File: src/hdl/ffca_pkg.sv
package ffca_pkg;

    localparam int FFCA_CELLS       = 128;
    localparam int FFCA_HANDLE_BITS = 16;

    localparam int CMD_W    = 2;
    localparam int AMOUNT_W = 8;
    localparam int ACTIVE_W = 8;

    localparam logic [ACTIVE_W-1:0] ACTIVE_RESET = 8'd100;

    localparam logic [CMD_W-1:0] CMD_ALLOC   = 2'd0;
    localparam logic [CMD_W-1:0] CMD_ERASE   = 2'd1;
    localparam logic [CMD_W-1:0] CMD_COMPACT = 2'd2;

    typedef enum logic [1:0] {
        ST_GIVEN   = 2'd0,
        ST_NULL    = 2'd1,
        ST_ILLEGAL = 2'd2,
        ST_SILENT  = 2'd3
    } status_t;

    typedef enum logic [2:0] {
        S_CLEAR,
        S_IDLE,
        S_SCAN,
        S_FILL,
        S_ZERO,
        S_DONE
    } fsm_state_t;

    typedef enum logic [2:0] {
        OP_NONE,
        OP_CLEAR,
        OP_START,
        OP_SCAN,
        OP_FILL,
        OP_ZERO,
        OP_PUSH
    } dp_op_t;

    typedef struct packed {
        logic             clear_last;
        logic             pre_null;
        logic             found;
        logic             scan_done;
        logic             fill_last;
        logic             zero_done;
        logic [CMD_W-1:0] cmd;
    } dp_stat_t;

endpackage

File: src/hdl/ffca_ctrl.sv
module ffca_ctrl
    import ffca_pkg::*;
(
    input  logic     clk,
    input  logic     rst_n,
    input  logic     req_valid,
    output logic     req_ready,
    output logic     rsp_valid,
    input  logic     rsp_ready,
    input  dp_stat_t stat,
    output dp_op_t   op
);

    fsm_state_t state_reg, state_next;
    logic       out_valid_reg, out_valid_next;
    logic       out_free;
    logic       push;
    logic       skip_scan;

    assign out_free  = !out_valid_reg || rsp_ready;
    assign skip_scan = (stat.cmd != CMD_ALLOC && stat.cmd != CMD_ERASE
                        && stat.cmd != CMD_COMPACT)
                       || (stat.cmd == CMD_ALLOC && stat.pre_null);

    always_comb
    begin
        state_next = state_reg;
        unique case (state_reg)
            S_CLEAR:
            begin
                if (stat.clear_last)
                    state_next = S_IDLE;
            end
            S_IDLE:
            begin
                if (req_valid)
                    state_next = S_SCAN;
            end
            S_SCAN:
            begin
                priority if (skip_scan)
                    state_next = S_DONE;
                else if (stat.found)
                    state_next = S_FILL;
                else if (stat.scan_done)
                    state_next = (stat.cmd == CMD_COMPACT) ? S_ZERO : S_DONE;
            end
            S_FILL:
            begin
                if (stat.fill_last)
                    state_next = S_DONE;
            end
            S_ZERO:
            begin
                if (stat.zero_done)
                    state_next = S_DONE;
            end
            S_DONE:
            begin
                if (out_free)
                    state_next = S_IDLE;
            end
        endcase
    end

    always_comb
    begin
        op        = OP_NONE;
        req_ready = 1'b0;
        push      = 1'b0;
        unique case (state_reg)
            S_CLEAR: op = OP_CLEAR;
            S_IDLE:
            begin
                req_ready = 1'b1;
                if (req_valid)
                    op = OP_START;
            end
            S_SCAN:
            begin
                if (!skip_scan)
                    op = OP_SCAN;
            end
            S_FILL: op = OP_FILL;
            S_ZERO: op = OP_ZERO;
            S_DONE:
            begin
                if (out_free)
                begin
                    op   = OP_PUSH;
                    push = 1'b1;
                end
            end
        endcase
    end

    always_comb
    begin
        out_valid_next = out_valid_reg;
        priority if (push)
            out_valid_next = 1'b1;
        else if (rsp_ready)
            out_valid_next = 1'b0;
    end

    assign rsp_valid = out_valid_reg;

    always_ff @(posedge clk or negedge rst_n)
    begin
        if (!rst_n)
        begin
            state_reg     <= S_CLEAR;
            out_valid_reg <= 1'b0;
        end
        else
        begin
            state_reg     <= state_next;
            out_valid_reg <= out_valid_next;
        end
    end

endmodule

File: config.mk
export PLATFORM = sky130hd
export DESIGN_NAME = ffca_ctrl
export DESIGN_NICKNAME = d
export VERILOG_FILES = /design/src/hdl/ffca_pkg.sv /design/src/hdl/ffca_ctrl.sv
export SDC_FILE = /design/constraint.sdc
export NUM_CORES = 1
export LEC_CHECK = 0
export ABC_CLOCK_PERIOD_IN_PS = 1500
export BUFFER_PORTS_ARGS = -buffer_cell sky130_fd_sc_hd__buf_2
export CAP_MARGIN = 0
export CELL_PAD_IN_SITES_DETAIL_PLACEMENT = 0
export CELL_PAD_IN_SITES_GLOBAL_PLACEMENT = 1
export CORE_AREA = 4 4 41 43
export DETAILED_ROUTE_END_ITERATION = 6
export DIE_AREA = 0 0 45 47
export GPL_ROUTABILITY_DRIVEN = 1
export GPL_TIMING_DRIVEN = 0
export PLACE_DENSITY_LB_ADDON = 0.1
export SKIP_LAST_GASP = 1
export SYNTH_ARGS = -nofsm -noshare
export SYNTH_HDL_FRONTEND = slang
export SYNTH_SLANG_ARGS = --single-unit
File: constraint.sdc
create_clock -name clk -period 1.5 [get_ports clk]
set_clock_uncertainty 0.15 [all_clocks]
set_input_delay 0.15 -clock clk [delete_from_list [all_inputs] [get_ports clk]]
set_output_delay 0.15 -clock clk [all_outputs]
set_load 0.01 [all_outputs]
==> metrics.md <==
| Metric | Value |
|---|---|
| Die area | 0.00212 mm2 |
| Routed wire length | 898 um |
| Die Width | 45 um |
| Hold Vio Cnt, Final | 0 |
| Hold crit path type | in2reg |
| HPWL Detailed | 673 um |
| Library cells used by synthesis | 23 |
| Min Tclk post-route | 1.51 ns |
| Vias in the first global route | 339 |
| Buffers on Ports | 16 |
| Leakage | 0.243 nW |
| Critical path's slowest cell | dfrtp_1 |
| Gp weighted congestion | 0.634 |
| Placed cell count | 71 |
| Synthesis Warnings | 0 |
| Die Height | 47 um |
| Worst Tran Pin Value | 0.367 ns |
| Int Power | 0.540 mW |
| Critical R2R Launch | state_reg[2] |
| Clk sink count | 4 |
| Via count | 369 |
| Antenna violations before repair | 0 |
| EDFF count, synth | 0 |
| Endpoint type of the worst setup path | primary output |
| Endpoints failing setup | 1 |
| Failing checks | negative setup slack |
| Worst skew pair latency | 0.24 ns |
| Synthesized cell area | 329 um2 |
| Site Rows | 13 |
| Wire per inst | 11.5 um |
| Count leader, synth | nand2_1 |
| Nets@finish | 77 |
| Slowest Stage Delay on Critical Path | 0.36 ns |
| Worst path cell trace | buf_6 -> a21oi_4 -> nand3_2 -> o21ai_1 -> buf_2 |
| Root buffer cell | clkbuf_4 |
| Worst setup endpoint | op[1] |
| I/O pin count | 17 |
| Switching part of the total | 0.416 |
| Layout area overhead | 54.8% |
| Commonest cells in the netlist | nand2_1, a21oi_1, dfrtp_1, nand2b_1, o21ai_0 |
| Clock power share | 0.146 |
| Worst reg2reg setup slack | 0.06 ns |
| Max-cap violations | 0 |
| Reg-to-reg endpoint | state_reg[0] |
| Startpoint Class | flop |
| Combinational Power Share | 0.644 |
| CP startpoint | state_reg[0] |
| Maximum vdd drop | 0.792 mV |
| Kind of critical path | reg2out |
| Fin crit share | 1.00 |
| Asr flop ratio synth | 1.00 |
| H-tree levels | 1 |
| Max reg flops | 3 |
| P_sw | 0.384 mW |
| Worst EP required | 1.20 ns |
| DRC | 0 |
| First-pass GRT wire length | 1410 um |
| RSZ-0062 raised after global routing | true |
| Grt total ovfl | 0 |
| Synth top area cells | dfrtp_1, a21oi_1, nand2_1 |
| Slew Limit Fails | 0 |
| Synthesized instance count | 40 |
| Initial Utilization | 0.253 |
| Status | finished with violations |
| CP arrival | 1.21 ns |
| Reg clk slew, reported paths | 0.04 ns |
| CTS buffer count | 3 |
| Largest net degree at the start of global routing | 11 |
| Post-synth top area share | 0.304 |
| DRT iter0 DRCs | 5 |
| Max frequency | 0.664 GHz |
| Non-filler cells, final | 78 |
| Synthesized area per cell | 8.23 um2 |
| Clock Tree Buf Depth | 2 |
| TNS Setup | -0.00632 ns |
| GRT Overall Usage | 0.0972 |
| Vias/cell | 4.73 |
| Sequential power share | 0.210 |
| Max FO, Critical Path | 7 |
| Slew headroom | 0.752 |
| Remaining antenna violation count | 0 |
| Register area share after synthesis | 0.304 |
| Main flop type after synthesis | dfrtp_1 |
| Diodes inserted | 0 |
| Pwr Density | 1810 mW/mm2 |
| R2r worst-path depth | 4 |
| Fin worst setup slack | -0.00632 ns |
| Area leader, netlist | dfrtp_1 |
| Core region area | 0.00130 mm2 |
| Yosys reg bits | 4 |
| Initial DRT Pass Iterations | 3 |
| Layout cells sized above 1 | 0.508 |
| Syn nets | 52 |
| CTS tree | yes |
-- routing by layer --
layer  global-route usage  wire [um]  up-vias
met5                    0          0        -
met4               0.0351          0        0
met3               0.0575         93        0
met2                0.116        338       17
met1                0.139        466      161
li1                     -          -      191
-- kinds of logic after synthesis --
| logic type | after synthesis | share of synthesized area |
|---|---|---|
| AND/OR/NAND/NOR | 19 | 0.346 |
| buffers and inverters | 4 | 0.0799 |
| flip-flops | 4 | 0.304 |
| AO/OA/AOI/OAI | 12 | 0.240 |
| multiplexers | 1 | 0.0304 |
-- cells in the final DEF (no fill, tap or decap), drive strengths merged, types with 2 or more instances in the layout --
cell    instances
clkbuf          3
o21ai           3
nand2b          3
nand3           2
buf            21
dfrtp           4
a21oi           5
or3b            2
inv             2
nand2           5
-- worst max-delay path, delay by kind of cell (launching register included) --
family | cells | cell delay [ns]
DFF | 1 | 0.36
buffers and inverters | 2 | 0.27
AOI/OAI and AO/OA | 2 | 0.23
and+or+nand+nor | 1 | 0.10
-- final cells by class --
type / instances / area (um2)
Multi-Input combinational cell: 32 / 224
Tap cell: 15 / 18.8
Buffer: 2 / 22.5
Timing Repair Buffer: 20 / 113
Sequential cell: 4 / 101
Fill cell: 145 / 792
Clock buffer: 3 / 22.5
Inverter: 2 / 7.51
-- through the flow --
step	setup WS [ns]	area [um2]	power, mW	utilization	hold WS, ns
6_report	-0.00632	509	0.924	0.391	0.0765
4_1_cts	-0.0191	500	0.914	0.385	0.0687
5_1_grt	-0.0612	509	1.01	0.391	0.0889
2_1_floorplan	0.190	329	0.523	-	-0.296
3_5_place_dp	0.0842	428	0.690	0.329	-0.191
3_3_place_gp	0.0717	428	0.693	0.329	-0.195
-- power by group through the flow --
stage / clock network (mW) / logic, mW / registers, mW
after floorplan: 0 / 0.330 / 0.193
after global placement: 0 / 0.495 / 0.199
after detailed placement: 0 / 0.492 / 0.199
after CTS: 0.142 / 0.578 / 0.195
after global routing: 0.149 / 0.654 / 0.203
final: 0.135 / 0.595 / 0.194
-- how the worst min path moves through the flow --
stage | endpoint | start | slack [ns] | depth (start not counted)
after floorplan | rsp_valid | rst_n | -0.30 | 0
after global placement | state_reg[2] | rst_n | -0.19 | 1
after detailed placement | state_reg[1] | rst_n | -0.19 | 1
after CTS | state_reg[1] | stat[3] | 0.07 | 3
after global routing | state_reg[1] | stat[3] | 0.09 | 3
final | state_reg[1] | stat[3] | 0.08 | 3
-- timing repair --
item,CTS,global route
endpoints found under the hold margin,4,0
endpoints found under the setup margin,3,4
buffers inserted,3,0
hold buffers,1,0
gates resized for setup,4,5
pin swaps,2,1
Power figures use the tool's default switching activity.
