--- src/hdl/ffca_pkg.sv ---
package ffca_pkg;

    localparam int FFCA_CELLS       = 128;
    localparam int FFCA_HANDLE_BITS = 16;

    localparam int CMD_W    = 2;
    localparam int AMOUNT_W = 8;
    localparam int ACTIVE_W = 8;

    localparam logic [ACTIVE_W-1:0] ACTIVE_RESET = 8'd100;

    localparam logic [CMD_W-1:0] CMD_ALLOC   = 2'd0;
    localparam logic [CMD_W-1:0] CMD_ERASE   = 2'd1;
    localparam logic [CMD_W-1:0] CMD_COMPACT = 2'd2;

    typedef enum logic [1:0] {
        ST_GIVEN   = 2'd0,
        ST_NULL    = 2'd1,
        ST_ILLEGAL = 2'd2,
        ST_SILENT  = 2'd3
    } status_t;

    typedef enum logic [2:0] {
        S_CLEAR,
        S_IDLE,
        S_SCAN,
        S_FILL,
        S_ZERO,
        S_DONE
    } fsm_state_t;

    typedef enum logic [2:0] {
        OP_NONE,
        OP_CLEAR,
        OP_START,
        OP_SCAN,
        OP_FILL,
        OP_ZERO,
        OP_PUSH
    } dp_op_t;

    typedef struct packed {
        logic             clear_last;
        logic             pre_null;
        logic             found;
        logic             scan_done;
        logic             fill_last;
        logic             zero_done;
        logic [CMD_W-1:0] cmd;
    } dp_stat_t;

endpackage

--- src/hdl/ffca_dp.sv ---
module ffca_dp
    import ffca_pkg::*;
#(
    parameter int CELLS       = FFCA_CELLS,
    parameter int HANDLE_BITS = FFCA_HANDLE_BITS
)
(
    input  logic                   clk,
    input  logic                   rst_n,
    input  dp_op_t                 op,
    input  logic                   cfg_we,
    input  logic [ACTIVE_W-1:0]    cfg_data,
    input  logic [CMD_W-1:0]       command,
    input  logic [AMOUNT_W-1:0]    amount,
    input  logic [HANDLE_BITS-1:0] handle,
    output dp_stat_t               stat,
    output status_t                status,
    output logic [HANDLE_BITS-1:0] handle_out
);

    localparam int IDX_W = $clog2(CELLS);
    localparam int CNT_W = $clog2(CELLS + 1);
    localparam int CW    = (CNT_W > AMOUNT_W) ? CNT_W : AMOUNT_W;
    localparam int SW    = CW + 1;

    logic [HANDLE_BITS-1:0] mem [CELLS];
    logic [HANDLE_BITS-1:0] q_reg;

    logic [CNT_W-1:0]       ptr_reg, ptr_next;
    logic                   pipe_v_reg, pipe_v_next;
    logic [IDX_W-1:0]       pipe_idx_reg, pipe_idx_next;
    logic [AMOUNT_W-1:0]    run_reg, run_next;
    logic [CNT_W-1:0]       wr_reg, wr_next;
    logic [IDX_W-1:0]       end_idx_reg, end_idx_next;
    logic [HANDLE_BITS-1:0] last_handle_reg, last_handle_next;
    logic                   given_reg, given_next;
    logic                   hit_reg, hit_next;
    logic [ACTIVE_W-1:0]    active_reg, active_next;
    logic [CMD_W-1:0]       cmd_reg, cmd_next;
    logic [AMOUNT_W-1:0]    amount_reg, amount_next;
    logic [HANDLE_BITS-1:0] handle_reg, handle_next;
    status_t                out_status_reg, out_status_next;
    logic [HANDLE_BITS-1:0] out_handle_reg, out_handle_next;

    logic [CNT_W-1:0]       lim;
    logic                   issue;
    logic [AMOUNT_W:0]      run_calc;
    logic                   hit_now;
    logic                   found_now;
    logic [SW-1:0]          start_w;
    logic                   we;
    logic [IDX_W-1:0]       wa;
    logic [HANDLE_BITS-1:0] wd;
    status_t                res_status;

    // an active count above the store size acts as the store size
    always_comb
    begin
        if (CW'(active_reg) > CW'(CELLS))
            lim = CNT_W'(CELLS);
        else
            lim = CNT_W'(active_reg);
    end

    assign issue     = ptr_reg < lim;
    assign run_calc  = (q_reg == '0) ? ({1'b0, run_reg} + (AMOUNT_W+1)'(1)) : '0;
    assign hit_now   = pipe_v_reg && (handle_reg != '0) && (q_reg == handle_reg);
    assign found_now = pipe_v_reg && (cmd_reg == CMD_ALLOC)
                       && (run_calc == {1'b0, amount_reg});
    assign start_w   = SW'(pipe_idx_reg) + SW'(1) - SW'(amount_reg);

    assign stat.clear_last = ptr_reg == CNT_W'(CELLS - 1);
    assign stat.pre_null   = (amount_reg == '0) || (CW'(amount_reg) > CW'(lim))
                             || (last_handle_reg == '1);
    assign stat.found      = found_now;
    assign stat.scan_done  = !issue && !pipe_v_reg;
    assign stat.fill_last  = ptr_reg[IDX_W-1:0] == end_idx_reg;
    assign stat.zero_done  = !(wr_reg < lim);
    assign stat.cmd        = cmd_reg;

    always_comb
    begin
        unique case (cmd_reg)
            CMD_ALLOC:   res_status = given_reg ? ST_GIVEN : ST_NULL;
            CMD_ERASE:   res_status = hit_reg ? ST_SILENT : ST_ILLEGAL;
            default:     res_status = ST_SILENT;
        endcase
    end

    always_comb
    begin
        ptr_next         = ptr_reg;
        pipe_v_next      = pipe_v_reg;
        pipe_idx_next    = pipe_idx_reg;
        run_next         = run_reg;
        wr_next          = wr_reg;
        end_idx_next     = end_idx_reg;
        last_handle_next = last_handle_reg;
        given_next       = given_reg;
        hit_next         = hit_reg;
        cmd_next         = cmd_reg;
        amount_next      = amount_reg;
        handle_next      = handle_reg;
        out_status_next  = out_status_reg;
        out_handle_next  = out_handle_reg;
        active_next      = cfg_we ? cfg_data : active_reg;
        we               = 1'b0;
        wa               = ptr_reg[IDX_W-1:0];
        wd               = '0;

        unique case (op)
            OP_NONE:
            begin
            end
            OP_CLEAR:
            begin
                we       = 1'b1;
                ptr_next = ptr_reg + CNT_W'(1);
            end
            OP_START:
            begin
                cmd_next    = command;
                amount_next = amount;
                handle_next = handle;
                ptr_next    = '0;
                pipe_v_next = 1'b0;
                run_next    = '0;
                wr_next     = '0;
                given_next  = 1'b0;
                hit_next    = 1'b0;
            end
            OP_SCAN:
            begin
                // read one cell ahead, evaluate the cell read last cycle
                pipe_v_next   = issue;
                pipe_idx_next = ptr_reg[IDX_W-1:0];
                if (issue)
                    ptr_next = ptr_reg + CNT_W'(1);
                if (pipe_v_reg)
                    run_next = run_calc[AMOUNT_W-1:0];
                unique case (cmd_reg)
                    CMD_ALLOC:
                    begin
                        if (found_now)
                        begin
                            ptr_next         = CNT_W'(start_w);
                            end_idx_next     = pipe_idx_reg;
                            given_next       = 1'b1;
                            last_handle_next = last_handle_reg + HANDLE_BITS'(1);
                        end
                    end
                    CMD_ERASE:
                    begin
                        if (hit_now)
                        begin
                            we       = 1'b1;
                            wa       = pipe_idx_reg;
                            hit_next = 1'b1;
                        end
                    end
                    CMD_COMPACT:
                    begin
                        if (pipe_v_reg && (q_reg != '0))
                        begin
                            we      = 1'b1;
                            wa      = wr_reg[IDX_W-1:0];
                            wd      = q_reg;
                            wr_next = wr_reg + CNT_W'(1);
                        end
                    end
                    default:
                    begin
                    end
                endcase
            end
            OP_FILL:
            begin
                we       = 1'b1;
                wd       = last_handle_reg;
                ptr_next = ptr_reg + CNT_W'(1);
            end
            OP_ZERO:
            begin
                if (wr_reg < lim)
                begin
                    we      = 1'b1;
                    wa      = wr_reg[IDX_W-1:0];
                    wr_next = wr_reg + CNT_W'(1);
                end
            end
            OP_PUSH:
            begin
                out_status_next = res_status;
                out_handle_next = (res_status == ST_GIVEN) ? last_handle_reg : '0;
            end
        endcase
    end

    always_ff @(posedge clk)
    begin
        if (we)
            mem[wa] <= wd;
        q_reg <= mem[ptr_reg[IDX_W-1:0]];
    end

    always_ff @(posedge clk or negedge rst_n)
    begin
        if (!rst_n)
        begin
            ptr_reg         <= '0;
            pipe_v_reg      <= 1'b0;
            last_handle_reg <= '0;
            active_reg      <= ACTIVE_RESET;
        end
        else
        begin
            ptr_reg         <= ptr_next;
            pipe_v_reg      <= pipe_v_next;
            last_handle_reg <= last_handle_next;
            active_reg      <= active_next;
        end
    end

    always_ff @(posedge clk)
    begin
        pipe_idx_reg   <= pipe_idx_next;
        run_reg        <= run_next;
        wr_reg         <= wr_next;
        end_idx_reg    <= end_idx_next;
        given_reg      <= given_next;
        hit_reg        <= hit_next;
        cmd_reg        <= cmd_next;
        amount_reg     <= amount_next;
        handle_reg     <= handle_next;
        out_status_reg <= out_status_next;
        out_handle_reg <= out_handle_next;
    end

    assign status     = out_status_reg;
    assign handle_out = out_handle_reg;

endmodule

--- config.mk ---
export PLATFORM = sky130hd
export DESIGN_NAME = ffca_dp
export DESIGN_NICKNAME = d
export VERILOG_FILES = /design/src/hdl/ffca_pkg.sv /design/src/hdl/ffca_dp.sv
export SDC_FILE = /design/constraint.sdc
export NUM_CORES = 2
export LEC_CHECK = 0
export BUFFER_PORTS_ARGS = -buffer_cell sky130_fd_sc_hd__buf_2
export CAP_MARGIN = 20
export CORE_AREA = 2 2 465 467
export CTS_CLUSTER_SIZE = 8
export DETAILED_ROUTE_END_ITERATION = 16
export DIE_AREA = 0 0 467 469
export PLACE_DENSITY_LB_ADDON = 0.25
export SLEW_MARGIN = 20
export SYNTH_ARGS = -nofsm -noshare
export SYNTH_HDL_FRONTEND = slang
export SYNTH_SLANG_ARGS = --single-unit
--- constraint.sdc ---
create_clock -name clk -period 4 [get_ports clk]
set_input_delay 1 -clock clk [delete_from_list [all_inputs] [get_ports clk]]
set_output_delay 1 -clock clk [all_outputs]
set_load 0.01 [all_outputs]
==> results.cfg <==
[power_and_ir_drop]
internal_power_uw = 45400
p_sw_frac = 0.266
ir_drop_uv = 569
comb_power_share = 0.212
power_frac_clock = 0.376
power.density_nw_per_um2 = 598
power.leakage_uw = 0.0347
p_switching_uw = 16500
seqPwrFrac = 0.411

[sta]
setup_viol = 1
final-hold-violation-count = 0
final_max_slew_viol_count = 0
finClkSkew_ns = 0.0633
min_period_ns = 4.55
slew_headroom = 0.320
rsz0062_at_grt = yes
fin_ws_ns = -0.554
tightest_slew_ns = 1.02
fmax_mhz = 220
fin_crit_sh = 1.14

[critical_path]
path_max_fanout = 4
worstSetupPathType = flip-flop to output port
cp-start-kind = flip-flop
cp.required_ns = 3.00
cp-end-kind = output port
worst-endpoint-arrival_ns = 3.55

[drt]
drt_iter0_drc = 4822
totalWireLength_um = 221000
wire_per_inst_um = 30.5
drt-vias-per-instance = 5.77
drcViolationCount = 0
first_pass_iters = 6
ant_nets = 0
num_vias = 41800

[yosys]
synth.top_cell.area_share = 0.748
synth_top_area_cell = edfxtp_1
synth_fp_nets = 3812
synth_cell_types = 74
ys_ff_latch = 2173
synth-edff-count = 2124
synthArstFlopShare = 0.0152
syn_avg_cell_area_um2 = 22.9
syn_inst = 3729
seq_area_frac_synth = 0.762
synth_area_um2 = 85300
ys_warn_count = 0
synthTopCellsByArea = edfxtp_1 75%, mux4_2 18%, dfrtp_1 0.88%, nor2_1 0.74%, ha_1 0.62%
synthFlopType = edfxtp_1

[global_route]
grt_antenna_before_repair = 24
grt_pass1_wl_um = 315000
grt_use_total = 0.202
grt_pass1_vias = 42000
grt_remaining_overflow = 0
grt_max_degree = 94

[die]
core_area_um2 = 214000
core.rowCount = 170
die_height_um = 469
initial_core_util = 0.399
dieArea_um2 = 219000
die_w_um = 467
io_pins = 66

[finish]
fill_cells = 17000
regMostFlops = mem
nets = 4442
largest_reg_flops = 2048
areaGrowthSynthToFinish_pct = 21.3
finalInstanceArea_um2 = 103000
final_layout_size_suffix_gt1_frac = 0.396

[clocking]
htree_levels = 5
cts_tree = yes
clkTransAtPathRegs_ns = 0.05
clkSinkCount = 2173
cts.path.max_buffers = 4
cts-buffers-inserted = 322
worstSkewPairLatency_ns = 0.92
cts_root_buf = clkbuf_16

[hold_path]
hold_path.class = primary input to asynchronous set/reset pin

[placed_design]
dpl_worst_slack_ns = -0.488
place_area_um2 = 93500
gp_congestion = 0.864
hpwl_um = 137000
port_buffers = 65

[status]
status = complete, but fails checks
violations = negative setup slack

[job]
cap_violations = 0
[critical path, cell delays in order, from the launching register on]
cell	delay (ns)
dfxtp_2	0.32
or4_4	0.51
or4_4	0.57
buf_6	0.16
or3_4	0.36
a21oi_2	0.17
o221ai_2	0.12
or2_4	0.26
inv_2	0.07
buf_6	0.10
[Yosys cell counts, types with 8 or more instances]
library cell,n
a22o_1,17
ha_1,42
xnor2_1,32
dfrtp_1,30
nand4_1,14
nor3_1,21
and3_1,20
inv_1,27
clkbuf_1,128
nor2_1,168
edfxtp_1,2124
dfxtp_1,16
a21oi_1,30
nand2_1,44
nand4b_1,8
and2_1,22
nand3_1,43
mux4_2,672
buf_1,54
a31oi_1,8
o21ai_0,26
xor2_1,31
nor4_1,8
mux2_2,24
buf_2,8
[cell usage in the layout, fill, tap and decap left out, drive strengths merged, types with 4 or more instances in the layout]
master	synthesis	routed
diode	0	4
nor3	21	21
a221o	4	4
clkbuf	129	355
mux2	24	24
a221oi	6	6
nand3	43	43
nand4b	8	8
edfxtp	2124	2124
or3	5	5
mux4	672	672
a31oi	8	8
a22o	17	17
ha	42	42
buf	65	497
o2111ai	4	4
and2	22	22
mux2i	6	6
xnor2	32	32
dfxtp	16	16
inv	27	32
a21oi	31	31
nand2	44	44
xor2	31	31
and3	20	20
nand4	14	14
dfrtp	30	30
o311ai	4	4
o21ai	26	26
or4	5	5
nor2	168	168
clkinv	2	5
nor2b	6	6
o21a	6	6
a21o	7	7
nor4	13	13
[through the flow]
step	TNS (ns)	instances	util	total power (µW)	hold slack [ns]
CTS	-0.660	7221	0.482	62400	0.156
floorplan	-506.61	3729	-	33300	0.451
global route	-0.681	7236	0.484	63700	0.212
finish	-0.554	7239	0.484	61800	0.206
detailed placement	-275.77	6806	0.437	38800	0.499
global placement	-326.14	6805	0.437	38800	0.505
[final timing paths]
check | from | end | slack (ns) | depth (start not counted)
worst min register to register | active_reg[3] | active_reg[3] | 0.51 | 1
worst min-delay path | rst_n | last_handle_reg[4] | 0.21 | 1
worst max-delay path | q_reg[12] | stat[5] | -0.55 | 9
min in group clk | command[1] | cmd_reg[1] | 0.26 | 1
worst max register to register | active_reg[7] | mem[23][9] | 0.12 | 19
max in group asynchronous | rst_n | ptr_reg[3] | 3.14 | 1
[logic make-up (layout without fill, tap and decap cells)]
| group | after synthesis | after routing | synth area share |
|---|---|---|---|
| muxes | 702 | 702 | 0.181 |
| AOI/OAI and AO/OA | 146 | 146 | 0.0123 |
| xor gates and xnor gates | 63 | 63 | 0.00647 |
| DFF | 2173 | 2173 | 0.762 |
| and+or+nand+nor | 379 | 379 | 0.0216 |
| adders and majority gates | 43 | 43 | 0.00640 |
| other | 0 | 4 | 0 |
| buffers and inverters | 223 | 891 | 0.0102 |
[layer usage]
layer	vias to the layer above	GRT usage	routed length (µm)
met4	8	0.0497	4390
met1	22600	0.313	98700
met3	281	0.0388	17700
met5	-	0	55
li1	17100	-	-
met2	1854	0.296	99800
[area by class of cell]
type                    count  area, µm²  share of cell area
multi-input cells        1333      20700               0.200
inverters                  29        119             0.00115
clock inverters             9       92.6            0.000895
repair buffers            500       5780              0.0559
well taps                2838       3550              0.0343
flip-flops and latches   2173      65000               0.628
diodes                      4       10.0           0.0000968
clock buffers             353       8260              0.0798
[timing repair]
item                                    4_1_cts  5_1_grt
endpoints found under the setup margin     1352     1120
gates resized for setup                      84       40
buffers inserted                             51       13
pin swaps                                    47       24
cloned                                        2        2
hold buffers                                  0        0
[power groups by stage]
stage          registers (µW)  logic (µW)  clock network [µW]
2_1_floorplan           25700        7540                   0
3_5_place_dp            25900       12900                   0
6_report                25400       13100               23300
3_3_place_gp            25900       12900                   0
4_1_cts                 25400       13200               23700
5_1_grt                 25400       13600               24700
Power figures use the tool's default switching activity.
